[src/rtl/dltq_pkg.sv]
package dltq_pkg;

    localparam int DELTA_W    = 32;
    localparam int TASK_W     = 8;
    localparam int STATUS_W   = 2;
    localparam int SLOT_OUT_W = 4;
    localparam int MAX_OUT    = 16;
    localparam int SLOTS_DEF  = 16;
    localparam int IN_DATA_W  = 40;
    localparam int OUT_DATA_W = 16;
    localparam int CNT_W      = $clog2(MAX_OUT + 1);

    localparam logic CMD_TICK = 1'b1;

    typedef enum logic [STATUS_W-1:0] {
        ST_ACCEPTED = 2'd0,
        ST_ZERO     = 2'd1,
        ST_FULL     = 2'd2,
        ST_EXPIRED  = 2'd3
    } t_status;

    typedef enum logic [2:0] {
        S_IDLE,
        S_REQ_CMP,
        S_W_NEW,
        S_W_SUCC,
        S_W_PREV,
        S_TK_HEAD,
        S_TK_NEXT,
        S_EMIT
    } t_state;

endpackage

[src/rtl/dltq_ram.sv]
module dltq_ram #(
    parameter int WIDTH = 8,
    parameter int DEPTH = 16
) (
    input  logic                     i_clk,
    input  logic                     i_we,
    input  logic [$clog2(DEPTH)-1:0] i_waddr,
    input  logic [WIDTH-1:0]         i_wdata,
    input  logic [$clog2(DEPTH)-1:0] i_raddr,
    output logic [WIDTH-1:0]         o_rdata
);

    logic [WIDTH-1:0] r_mem [DEPTH];

    always_ff @(posedge i_clk) begin
        if (i_we) begin
            r_mem[i_waddr] <= i_wdata;
        end
        o_rdata <= r_mem[i_raddr];
    end

endmodule

[src/rtl/delta_list_timer_queue_core.sv]
// delta-list timer queue
// input stream: one word per command. tuser = command (1 = tick, 0 = delay
// request); tdata = delay ticks in the low 32 bits, task id above.
// output stream: one word per result. tuser = status, tdata = slot index in
// bits 3:0 and task id in bits 11:4; tlast marks the final word of a command.
// a delay request gives exactly one word. it takes one compare per list
// entry visited and one to three slot-memory writes; a rejected request
// goes straight to its word. the walk through the slot memory (one write port,
// one read port) goes one entry per cycle through one shared subtractor.
// a tick on an empty list, or one whose head does not expire, gives no word;
// otherwise one word per expired entry (at most 16), one per cycle while the
// receiver takes them.
// tready is high only while the sequencer is idle, one command at a time.
// a finished word waits in the output register; when the receiver stalls,
// a tick with several expiries holds its walk until the register drains.
// reset empties the list and frees every slot; no clearing pass is needed.
module delta_list_timer_queue_core #(
    parameter int SLOTS = dltq_pkg::SLOTS_DEF
) (
    input  logic                            i_clk,
    input  logic                            i_rst_n,
    input  logic                            i_s_axis_tvalid,
    output logic                            o_s_axis_tready,
    input  logic [dltq_pkg::IN_DATA_W-1:0]  i_s_axis_tdata,  // delay_ticks, task_id
    input  logic                            i_s_axis_tuser,  // command
    output logic                            o_m_axis_tvalid,
    input  logic                            i_m_axis_tready,
    output logic [dltq_pkg::OUT_DATA_W-1:0] o_m_axis_tdata,  // slot_index, woken_task
    output logic [dltq_pkg::STATUS_W-1:0]   o_m_axis_tuser,  // status
    output logic                            o_m_axis_tlast
);

    import dltq_pkg::*;

    localparam int SW     = $clog2(SLOTS);
    localparam int STEP_W = $clog2(SLOTS + 1);
    localparam int T_LO   = DELTA_W;
    localparam int N_LO   = DELTA_W + TASK_W;
    localparam int H_BIT  = N_LO + SW;
    localparam int EW     = H_BIT + 1;
    localparam logic [STEP_W-1:0] STEP_MAX = STEP_W'(SLOTS);
    localparam logic [CNT_W-1:0]  CNT_MAX  = CNT_W'(MAX_OUT);

    t_state                r_state, n_state;
    logic [SLOTS-1:0]      r_free, n_free;
    logic [SW-1:0]         r_head, n_head;
    logic                  r_nonempty, n_nonempty;
    logic [DELTA_W-1:0]    r_d, n_d;
    logic [TASK_W-1:0]     r_task, n_task;
    logic [SW-1:0]         r_slot, n_slot;
    logic [SW-1:0]         r_cur, n_cur;
    logic [SW-1:0]         r_prev_idx, n_prev_idx;
    logic [EW-1:0]         r_prev, n_prev;
    logic [EW-1:0]         r_succ, n_succ;
    logic                  r_have, n_have;
    logic                  r_have_prev, n_have_prev;
    logic [STEP_W-1:0]     r_steps, n_steps;
    logic [CNT_W-1:0]      r_exp_cnt, n_exp_cnt;
    t_status               r_pend_status, n_pend_status;
    logic [SW-1:0]         r_pend_slot, n_pend_slot;
    logic [TASK_W-1:0]     r_pend_task, n_pend_task;
    logic                  r_out_valid;
    t_status               r_out_status;
    logic [SLOT_OUT_W-1:0] r_out_slot;
    logic [TASK_W-1:0]     r_out_task;
    logic                  r_out_last;

    logic               ram_we;
    logic [SW-1:0]      ram_waddr;
    logic [EW-1:0]      ram_wdata;
    logic [SW-1:0]      ram_raddr;
    logic [EW-1:0]      rd_entry;
    logic [DELTA_W-1:0] rd_delta;
    logic [TASK_W-1:0]  rd_task;
    logic [SW-1:0]      rd_next;
    logic               rd_has_next;

    logic [DELTA_W-1:0] sub_a, sub_b;
    logic [DELTA_W:0]   sub_res;
    logic               sub_borrow;

    logic               in_accept;
    logic               out_free;
    logic               out_load;
    logic               out_last;
    logic [SW-1:0]      free_top;
    logic [SW+SLOT_OUT_W-1:0] pend_slot_ext;

    dltq_ram #(
        .WIDTH (EW),
        .DEPTH (SLOTS)
    ) u_slot_ram (
        .i_clk   (i_clk),
        .i_we    (ram_we),
        .i_waddr (ram_waddr),
        .i_wdata (ram_wdata),
        .i_raddr (ram_raddr),
        .o_rdata (rd_entry)
    );

    assign rd_delta    = rd_entry[DELTA_W-1:0];
    assign rd_task     = rd_entry[N_LO-1:T_LO];
    assign rd_next     = rd_entry[H_BIT-1:N_LO];
    assign rd_has_next = rd_entry[H_BIT];

    // shared subtract and compare unit
    assign sub_res    = {1'b0, sub_a} - {1'b0, sub_b};
    assign sub_borrow = sub_res[DELTA_W];

    always_comb begin
        free_top = '0;
        for (int b = 0; b < SLOTS; b++) begin
            if (r_free[b]) begin
                free_top = SW'(b);
            end
        end
    end

    assign in_accept       = i_s_axis_tvalid && o_s_axis_tready;
    assign o_s_axis_tready = (r_state == S_IDLE);
    assign out_free        = !r_out_valid || i_m_axis_tready;
    assign pend_slot_ext   = {{SLOT_OUT_W{1'b0}}, r_pend_slot};

    always_comb begin
        n_state       = r_state;
        n_free        = r_free;
        n_head        = r_head;
        n_nonempty    = r_nonempty;
        n_d           = r_d;
        n_task        = r_task;
        n_slot        = r_slot;
        n_cur         = r_cur;
        n_prev_idx    = r_prev_idx;
        n_prev        = r_prev;
        n_succ        = r_succ;
        n_have        = r_have;
        n_have_prev   = r_have_prev;
        n_steps       = r_steps;
        n_exp_cnt     = r_exp_cnt;
        n_pend_status = r_pend_status;
        n_pend_slot   = r_pend_slot;
        n_pend_task   = r_pend_task;
        ram_we        = 1'b0;
        ram_waddr     = r_slot;
        ram_wdata     = {r_have, r_cur, r_task, r_d};
        ram_raddr     = r_head;
        sub_a         = r_d;
        sub_b         = rd_delta;
        out_load      = 1'b0;
        out_last      = 1'b1;

        case (r_state)
            S_IDLE: begin
                if (in_accept) begin
                    n_task = i_s_axis_tdata[IN_DATA_W-1:DELTA_W];
                    n_d    = i_s_axis_tdata[DELTA_W-1:0];
                    if (i_s_axis_tuser == CMD_TICK) begin
                        if (r_nonempty) begin
                            n_state = S_TK_HEAD;
                        end
                    end else if (i_s_axis_tdata[DELTA_W-1:0] == '0) begin
                        n_pend_status = ST_ZERO;
                        n_pend_slot   = '0;
                        n_pend_task   = i_s_axis_tdata[IN_DATA_W-1:DELTA_W];
                        n_state       = S_EMIT;
                    end else if (r_free == '0) begin
                        n_pend_status = ST_FULL;
                        n_pend_slot   = '0;
                        n_pend_task   = i_s_axis_tdata[IN_DATA_W-1:DELTA_W];
                        n_state       = S_EMIT;
                    end else begin
                        n_slot           = free_top;
                        n_free[free_top] = 1'b0;
                        n_cur            = r_head;
                        n_have           = r_nonempty;
                        n_have_prev      = 1'b0;
                        n_steps          = '0;
                        n_state          = r_nonempty ? S_REQ_CMP : S_W_NEW;
                    end
                end
            end
            S_REQ_CMP: begin
                sub_a = r_d;
                sub_b = rd_delta;
                if (r_steps < STEP_MAX && !sub_borrow) begin
                    n_d         = sub_res[DELTA_W-1:0];
                    n_prev      = rd_entry;
                    n_prev_idx  = r_cur;
                    n_have_prev = 1'b1;
                    n_have      = rd_has_next;
                    n_cur       = rd_next;
                    n_steps     = r_steps + 1'b1;
                    ram_raddr   = rd_next;
                    if (!rd_has_next) begin
                        n_state = S_W_NEW;
                    end
                end else begin
                    n_succ  = rd_entry;
                    n_state = S_W_NEW;
                end
            end
            S_W_NEW: begin
                ram_we        = 1'b1;
                ram_waddr     = r_slot;
                ram_wdata     = {r_have, r_cur, r_task, r_d};
                n_pend_status = ST_ACCEPTED;
                n_pend_slot   = r_slot;
                n_pend_task   = r_task;
                if (!r_have_prev) begin
                    n_head     = r_slot;
                    n_nonempty = 1'b1;
                end
                if (r_have) begin
                    n_state = S_W_SUCC;
                end else if (r_have_prev) begin
                    n_state = S_W_PREV;
                end else begin
                    n_state = S_EMIT;
                end
            end
            S_W_SUCC: begin
                sub_a     = r_succ[DELTA_W-1:0];
                sub_b     = r_d;
                ram_we    = 1'b1;
                ram_waddr = r_cur;
                ram_wdata = {r_succ[EW-1:DELTA_W], sub_res[DELTA_W-1:0]};
                n_state   = r_have_prev ? S_W_PREV : S_EMIT;
            end
            S_W_PREV: begin
                ram_we    = 1'b1;
                ram_waddr = r_prev_idx;
                ram_wdata = {1'b1, r_slot, r_prev[N_LO-1:0]};
                n_state   = S_EMIT;
            end
            S_TK_HEAD: begin
                sub_a = rd_delta;
                sub_b = DELTA_W'(1);
                if (rd_delta != '0 && sub_res[DELTA_W-1:0] != '0) begin
                    ram_we    = 1'b1;
                    ram_waddr = r_head;
                    ram_wdata = {rd_entry[EW-1:DELTA_W], sub_res[DELTA_W-1:0]};
                    n_state   = S_IDLE;
                end else begin
                    n_pend_status  = ST_EXPIRED;
                    n_pend_slot    = r_head;
                    n_pend_task    = rd_task;
                    n_free[r_head] = 1'b1;
                    n_nonempty     = rd_has_next;
                    n_head         = rd_next;
                    n_exp_cnt      = CNT_W'(1);
                    ram_raddr      = rd_next;
                    n_state        = rd_has_next ? S_TK_NEXT : S_EMIT;
                end
            end
            S_TK_NEXT: begin
                ram_raddr = r_head;
                if (rd_delta != '0) begin
                    n_state = S_EMIT;
                end else if (out_free) begin
                    out_load       = 1'b1;
                    out_last       = 1'b0;
                    n_pend_status  = ST_EXPIRED;
                    n_pend_slot    = r_head;
                    n_pend_task    = rd_task;
                    n_free[r_head] = 1'b1;
                    n_nonempty     = rd_has_next;
                    n_head         = rd_next;
                    n_exp_cnt      = r_exp_cnt + 1'b1;
                    ram_raddr      = rd_next;
                    if (!rd_has_next || n_exp_cnt >= CNT_MAX) begin
                        n_state = S_EMIT;
                    end
                end
            end
            S_EMIT: begin
                if (out_free) begin
                    out_load = 1'b1;
                    out_last = 1'b1;
                    n_state  = S_IDLE;
                end
            end
            default: begin
                n_state = S_IDLE;
            end
        endcase
    end

    always_ff @(posedge i_clk) begin
        if (!i_rst_n) begin
            r_state     <= S_IDLE;
            r_free      <= '1;
            r_head      <= '0;
            r_nonempty  <= 1'b0;
            r_out_valid <= 1'b0;
        end else begin
            r_state    <= n_state;
            r_free     <= n_free;
            r_head     <= n_head;
            r_nonempty <= n_nonempty;
            if (out_load) begin
                r_out_valid <= 1'b1;
            end else if (i_m_axis_tready) begin
                r_out_valid <= 1'b0;
            end
        end
    end

    always_ff @(posedge i_clk) begin
        r_d           <= n_d;
        r_task        <= n_task;
        r_slot        <= n_slot;
        r_cur         <= n_cur;
        r_prev_idx    <= n_prev_idx;
        r_prev        <= n_prev;
        r_succ        <= n_succ;
        r_have        <= n_have;
        r_have_prev   <= n_have_prev;
        r_steps       <= n_steps;
        r_exp_cnt     <= n_exp_cnt;
        r_pend_status <= n_pend_status;
        r_pend_slot   <= n_pend_slot;
        r_pend_task   <= n_pend_task;
        if (out_load) begin
            r_out_status <= r_pend_status;
            r_out_slot   <= pend_slot_ext[SLOT_OUT_W-1:0];
            r_out_task   <= r_pend_task;
            r_out_last   <= out_last;
        end
    end

    assign o_m_axis_tvalid = r_out_valid;
    assign o_m_axis_tuser  = r_out_status;
    assign o_m_axis_tdata  = {{(OUT_DATA_W - TASK_W - SLOT_OUT_W){1'b0}}, r_out_task,
                              r_out_slot};
    assign o_m_axis_tlast  = r_out_last;

`ifndef SYNTHESIS
    a_empty_all_free: assert property (@(posedge i_clk) disable iff (!i_rst_n)
        (r_state == S_IDLE && !r_nonempty) |-> (r_free == '1))
        else $error("empty list with slots still taken");

    a_head_taken: assert property (@(posedge i_clk) disable iff (!i_rst_n)
        (r_state == S_IDLE && r_nonempty) |-> !r_free[r_head])
        else $error("list head marked free");

    a_walk_bound: assert property (@(posedge i_clk) disable iff (!i_rst_n)
        (r_state == S_REQ_CMP) |-> (r_steps < STEP_MAX))
        else $error("insertion walk ran past the pool size");

    a_expiry_bound: assert property (@(posedge i_clk) disable iff (!i_rst_n)
        (r_state == S_TK_NEXT) |-> (r_exp_cnt < CNT_MAX && r_exp_cnt != '0))
        else $error("expiry count out of range");

    a_load_needs_room: assert property (@(posedge i_clk) disable iff (!i_rst_n)
        (r_out_valid && !i_m_axis_tready) |=> (r_out_valid && $stable(r_out_task)))
        else $error("output word overwritten while stalled");
`endif

endmodule
[config.mk]
export PLATFORM = sky130hd
export DESIGN_NAME = delta_list_timer_queue_core
export DESIGN_NICKNAME = d
export VERILOG_FILES = /design/src/rtl/dltq_pkg.sv /design/src/rtl/dltq_ram.sv /design/src/rtl/delta_list_timer_queue_core.sv
export SDC_FILE = /design/constraint.sdc
export NUM_CORES = 1
export LEC_CHECK = 0
export BUFFER_PORTS_ARGS = -buffer_cell sky130_fd_sc_hd__buf_2
export CORE_MARGIN = 5
export CORE_UTILIZATION = 51
export CTS_CLUSTER_DIAMETER = 60
export DETAILED_ROUTE_END_ITERATION = 8
export GPL_TIMING_DRIVEN = 0
export PLACE_DENSITY = 0.68
export SLEW_MARGIN = 15
export SYNTH_ARGS = -nofsm -noshare
export SYNTH_HDL_FRONTEND = slang
export SYNTH_SLANG_ARGS = --single-unit
[constraint.sdc]
create_clock -name i_clk -period 20.9 [get_ports i_clk]
set_input_delay 4.18 -clock i_clk [delete_from_list [all_inputs] [get_ports i_clk]]
set_output_delay 4.18 -clock i_clk [all_outputs]
set_load 0.02 [all_outputs]
After elaboration in Yosys (flattened, before gate mapping)
Memory sizes are Yosys's and may differ from the RTL's. A register that Yosys moved wholly into a read port is not among the register bits. Cells that the tools add are included.

Add/subtract/negate cells: 3. Multipliers: 0. Divide/modulo/power cells: 0. Order comparisons: 6. Equality and inequality tests: 22. Shifts and indexed selects: 0. Mux-type cells: 127. Bitwise gates (word level): 8. Reduce and logical (&&, ||, !) cells: 35.

Operators with widths (count): $pmux 32 s2 (3); $pmux 45 s3 (1); $mux 4 (31); $mux 16 (7); $mux 32 (2); $reduce_bool 32->1 (2); $mux 8 (7); $pmux 16 s3 (1); $mux 45 (1); $mux 5 (8); $mux 3 (13); $pmux 4 s3 (3); $sub 32x32->33 (1); $logic_not 32->1 (1); $pmux 8 s4 (1); $mux 1 (26); $pmux 3 s8 (1); $mux 2 (10); $pmux 5 s2 (2); $ne 2x2->1 const B (9); $and 16x16->16 (1); $logic_not 16->1 (1); $not 16->16 (1); $or 16x16->16 (1); 35 further kinds (67).

Register bits after elaboration: 203. Latch bits: 0. Memory bits (writable): 720. ROM bits: 0. Input bits: 45. Logic and storage cells: 225. Memories kept: 1.

Memory list: u_slot_ram.r_mem (depth 16, bits a word 45, read ports 1, clocked after Yosys merged registers in 1, wr ports 1, RTL line dltq_ram.sv:13) `logic [WIDTH-1:0] r_mem [DEPTH];`.

Logic depth before layout (Yosys ltp)
Depth after elaboration: 26. Mapped depth: 28. Depth with buffers taken out: 22.

Modules after synthesis
From an unflattened synthesis, not the netlist that was laid out.

Cells, all modules: 2502. Area total of the unflattened synthesis: 40867.9 um^2.

By module, submodules not included: dltq_ram (times used 1, cells each 1166, area each 28222.1 um^2); delta_list_timer_queue_core (times used 1, cells each 1336, area each 12645.9 um^2).

Least setup slack after synthesis
OpenSTA, ideal clock, no wires.

Path kind: input to register. From: input i_s_axis_tvalid. To: register r_cur[0] (enable). Library setup time: 0.349 ns. Data arrival time: 10.136 ns. Setup slack: 10.415 ns. Stages: 3. Buffers on the path: 0. Path through: inv_1 -> a2111oi_0 -> o21a_1.

Word-level cells in the longest chain between the ends: 3.

Ends and longest elaborated chain: start: declaration (RTL line delta_list_timer_queue_core.sv:22) `input logic i_s_axis_tvalid,`; $logic_and 1x1->1 (RTL line delta_list_timer_queue_core.sv:119) `assign in_accept = i_s_axis_tvalid && o_s_axis_tready;`; $ne 2x1->1 (no source line); $reduce_and 6->1 (no source line); end signal: assignment (RTL line delta_list_timer_queue_core.sv:312) `r_cur <= n_cur;`; end: declaration (RTL line delta_list_timer_queue_core.sv:51) `logic [SW-1:0] r_cur, n_cur;`.

Every way passes these cells. A chain may end at the register's enable or synchronous reset.

Worst setup path after layout
From: register r_state[0]. To: register u_slot_ram.o_rdata[30] (read register of u_slot_ram.r_mem).

Word-level cells in the longest chain between the ends: 7. Elaborated cells on any way between the ends: 14.

Ends and longest elaborated chain: start: declaration (RTL line delta_list_timer_queue_core.sv:44) `t_state r_state, n_state;`; start signal: assignment (RTL line delta_list_timer_queue_core.sv:296) `r_state <= n_state;`; $eq 3x3->1 or $eq 3x2->1 (tied branches) (RTL line delta_list_timer_queue_core.sv:152) `case (r_state)`; $pmux 32 s2 (RTL line delta_list_timer_queue_core.sv:152); $sub 32x32->33 (RTL line delta_list_timer_queue_core.sv:107) `assign sub_res = {1'b0, sub_a} - {1'b0, sub_b};`; $reduce_bool 32->1 or $logic_not 1->1 (tied branches) (RTL line delta_list_timer_queue_core.sv:238, delta_list_timer_queue_core.sv:185); $logic_and 1x1->1, on equally long branches (RTL line delta_list_timer_queue_core.sv:238, delta_list_timer_queue_core.sv:185); $mux 4, on equally long branches; $pmux 4 s3 * (RTL line delta_list_timer_queue_core.sv:152); end: declaration (RTL line dltq_ram.sv:10) `output logic [WIDTH-1:0] o_rdata`.

Mark *: on every way between the ends. The rest lies on a longest branch, timed or not.

==> out/metrics.yaml <==
detailed_routing:
  ant_nets: 0
  drc: 0
  first_pass_iters: 6
  wl_per_cell_um: 27.5
  vias: 26800
  dr.first_iter.drc_count: 2997
  vias_per_cell: 6.37
  routed_wirelength_um: 116000
logic_synthesis:
  synth_ff_type: "edfxtp_1"
  postSynth.asyncResetShare_pct: 0
  ys_seq_area_share_pct: 69.7
  yosysMostFrequentCell: "edfxtp_1"
  synthMuxAreaShare_pct: 5.71
  synth_fa_ha_area_share_pct: 1.13
  synth_area_leader_cell: "edfxtp_1"
  synthCells: 2847
  synth-seq-cells: 968
  synth-compound-area-share_pct: 13.1
  ys_top_cells_by_area: "edfxtp_1 66%, mux2i_1 5.7%, dfxtp_1 3.4%"
  synth_top_family_by_area: "compound AO/OA/AOI/OAI gates"
  ys_top_cells_by_count: "898 x edfxtp_1, 231 x mux2i_1, 205 x nand2_1"
  synth_area_um2: 40700
  yosysWarningCount: 0
  yosys.area_share.simple_pct: 7.45
  avgSynthCellArea_um2: 14.3
  netlist.area_leader.share_pct: 66.3
  yosysUniqueCellTypes: 80
  synth_xor_area_share_pct: 0.667
  synth-edff-count: 898
global_routing:
  grt_overflow: 0
  grt_max_degree: 30
  antenna_found_initial: 2
  grt.total_usage_pct: 26.2
  grt_pass1_wl_um: 170000
  first_global_vias: 26500
sta:
  hold_viol: 0
  post-route-min-period_ps: 9990
  grt_setup_unrepaired: "false"
  period_share_pct: 47.8
  relSlewSlack_pct: 17.2
  fmax_ghz: 0.100
  finalClockSkew_ps: 29.4
  fin_tns_setup_ps: 0
  setup_ws_ps: 10910
  holdWs_ps: 415
  setup_viol: 0
  drv_slew: 0
  tightest_slew_ps: 1240
worst_setup_path:
  max_stage_delay_ps: 1080
  critPathSlowestCell: "o211ai_1"
  path_class: "reg -> reg"
  end_kind: "flop"
  path_max_fanout: 10
  cpLargestDelayFamily: "compound AO/OA/AOI/OAI gates"
  crit_buf_inv: 5
  critical_path.startpoint_type: "flop"
  worstPathArrival_ps: 10580
  cp.required_ps: 21490
  cp_cell_sequence: "clkbuf_1 > nand2_1 > nor2_1 > clkbuf_1 > buf_1 > a22oi_1 > ha_1 > clkbuf_1 > a21oi_1 > o21ai_0 > or3_1 > nor3_1 > o41ai_1 > xnor2_1 > o2111ai_1 > nor3_2 > o311ai_1 > o211ai_1 > clkbuf_1 > a211oi_1 > a2111oi_0 > a211o_1"
  crit_path_frequent_cell: "clkbuf_1"
floorplanning:
  fp.coreArea_um2: 79000
  io-pin-count: 66
  std_cell_rows: 103
  initial_utilization_pct: 51.5
  dieWidth_um: 292
  dieArea_um2: 85600
  die-height_um: 292
job:
  cap_violations: 0
clock_network:
  cts_buffers: 98
  cts_tree: "yes"
  ctsHtreeMaxLevel: 3
  cts_setup_buffers: 0
  root_buffer: "clkbuf_16"
  clk_pin_slew_ps: 60
  clock_latency_ps: 670
  cts_max_path_buffers: 3
  cts_resized: 0
  clock_sink_count: 968
  cts_hold_buf: 0
outcome:
  status: "finished clean"
layout:
  drive_gt1_share_pct: 11.6
  area_growth_pct: 14.8
  fin_nets: 3156
  nFillCells: 5995
placement:
  gp_congestion: 0.930
  portBuffers: 61
  place_ws_ps: 11120
  hpwl_um: 81600
worst_hold_path:
  min_path_type: "reg -> reg"
-- worst reg2reg max path, stage by stage (launching register included) --
cell and delay, ps:
dfxtp_1 450, clkbuf_1 430, nand2_1 230, nor2_1 480, clkbuf_1 620, buf_1 580, a22oi_1 220, ha_1 360
clkbuf_1 230, a21oi_1 290, o21ai_0 270, or3_1 430, nor3_1 530, o41ai_1 260, xnor2_1 450, o2111ai_1 320
nor3_2 480, o311ai_1 390, o211ai_1 1090, clkbuf_1 550, a211oi_1 110, a2111oi_0 880, a211o_1 280
-- through the flow --
step	utilization, %	std cells	cell area [um^2]
2_1_floorplan	-	2850	40700
3_3_place_gp	53.6	3961	42300
3_5_place_dp	55.0	4025	43500
4_1_cts	59.2	4207	46700
5_1_grt	59.2	4207	46700
6_report	59.2	4208	46700
-- cells by family after synthesis --
family                     after synthesis
DFF                                    968
muxes                                  232
and+or+nand+nor                        611
buffers and inverters                  223
other                                    1
AOI/OAI and AO/OA                      745
adders and majority gates               36
xor gates and xnor gates                31
-- flip-flops by register name (all words and copies together), names as in the netlist, 3 cells and up --
| name | cells |
|---|---|
| r_cur | 4 |
| r_d | 32 |
| r_exp_cnt | 5 |
| r_free | 16 |
| r_head | 4 |
| r_out_slot | 4 |
| r_out_task | 8 |
| r_pend_slot | 4 |
| r_pend_task | 8 |
| r_prev | 40 |
| r_prev_idx | 4 |
| r_slot | 4 |
| r_state | 3 |
| r_steps | 5 |
| r_succ | 45 |
| r_task | 8 |
| u_slot_ram.o_rdata | 45 |
| u_slot_ram.r_mem | 720 |
-- worst paths after layout --
check	start	endpoint	slack [ps]	cells after the start
setup / recovery	r_state[0]	u_slot_ram.o_rdata[30]	10910	22
hold / removal	r_pend_task[5]	r_out_task[5]	420	0
setup reg to reg	r_state[0]	u_slot_ram.o_rdata[30]	10910	22
hold reg to reg	r_pend_task[5]	r_out_task[5]	420	0
-- per-layer routing --
layer	global-route usage, %	vias up	share of wire [%]
li1	-	11900	-
met1	35.8	13400	40
met2	42.8	1323	48
met3	5.58	211	9.0
met4	8.05	2	3.1
met5	0	-	0.011
-- final cells by class --
| class | count | area [um^2] | share of cell area [%] |
|---|---|---|---|
| sequential | 968 | 28400 | 60.7 |
| multi-input combinational | 1659 | 11600 | 24.8 |
| clock buffer | 127 | 2690 | 5.75 |
| tap | 1050 | 1310 | 2.81 |
| timing repair buffer | 125 | 1260 | 2.70 |
| buffer | 196 | 828 | 1.77 |
| clock inverter | 55 | 591 | 1.26 |
| inverter | 27 | 101 | 0.217 |
| antenna | 1 | 2.50 | 0.00535 |
-- cell usage in the layout (no fill, tap or decap), drive strengths merged, types with 21 or more instances in the layout --
cell type    n
nand2      207
buf        179
nand4       22
a211oi     100
dfxtp       70
a211o       49
mux2i      231
clkinv      32
edfxtp     898
o21ai      123
inv         33
a2111oi     94
a21oi       59
ha          35
nor4        21
clkbuf     269
o22ai       95
nor2       106
nor3        27
a22oi      104
and3       142
Power is left out: the tool's default activity adds up to more than one toggle a clock period on the data nets, which glitch-free logic cannot reach.
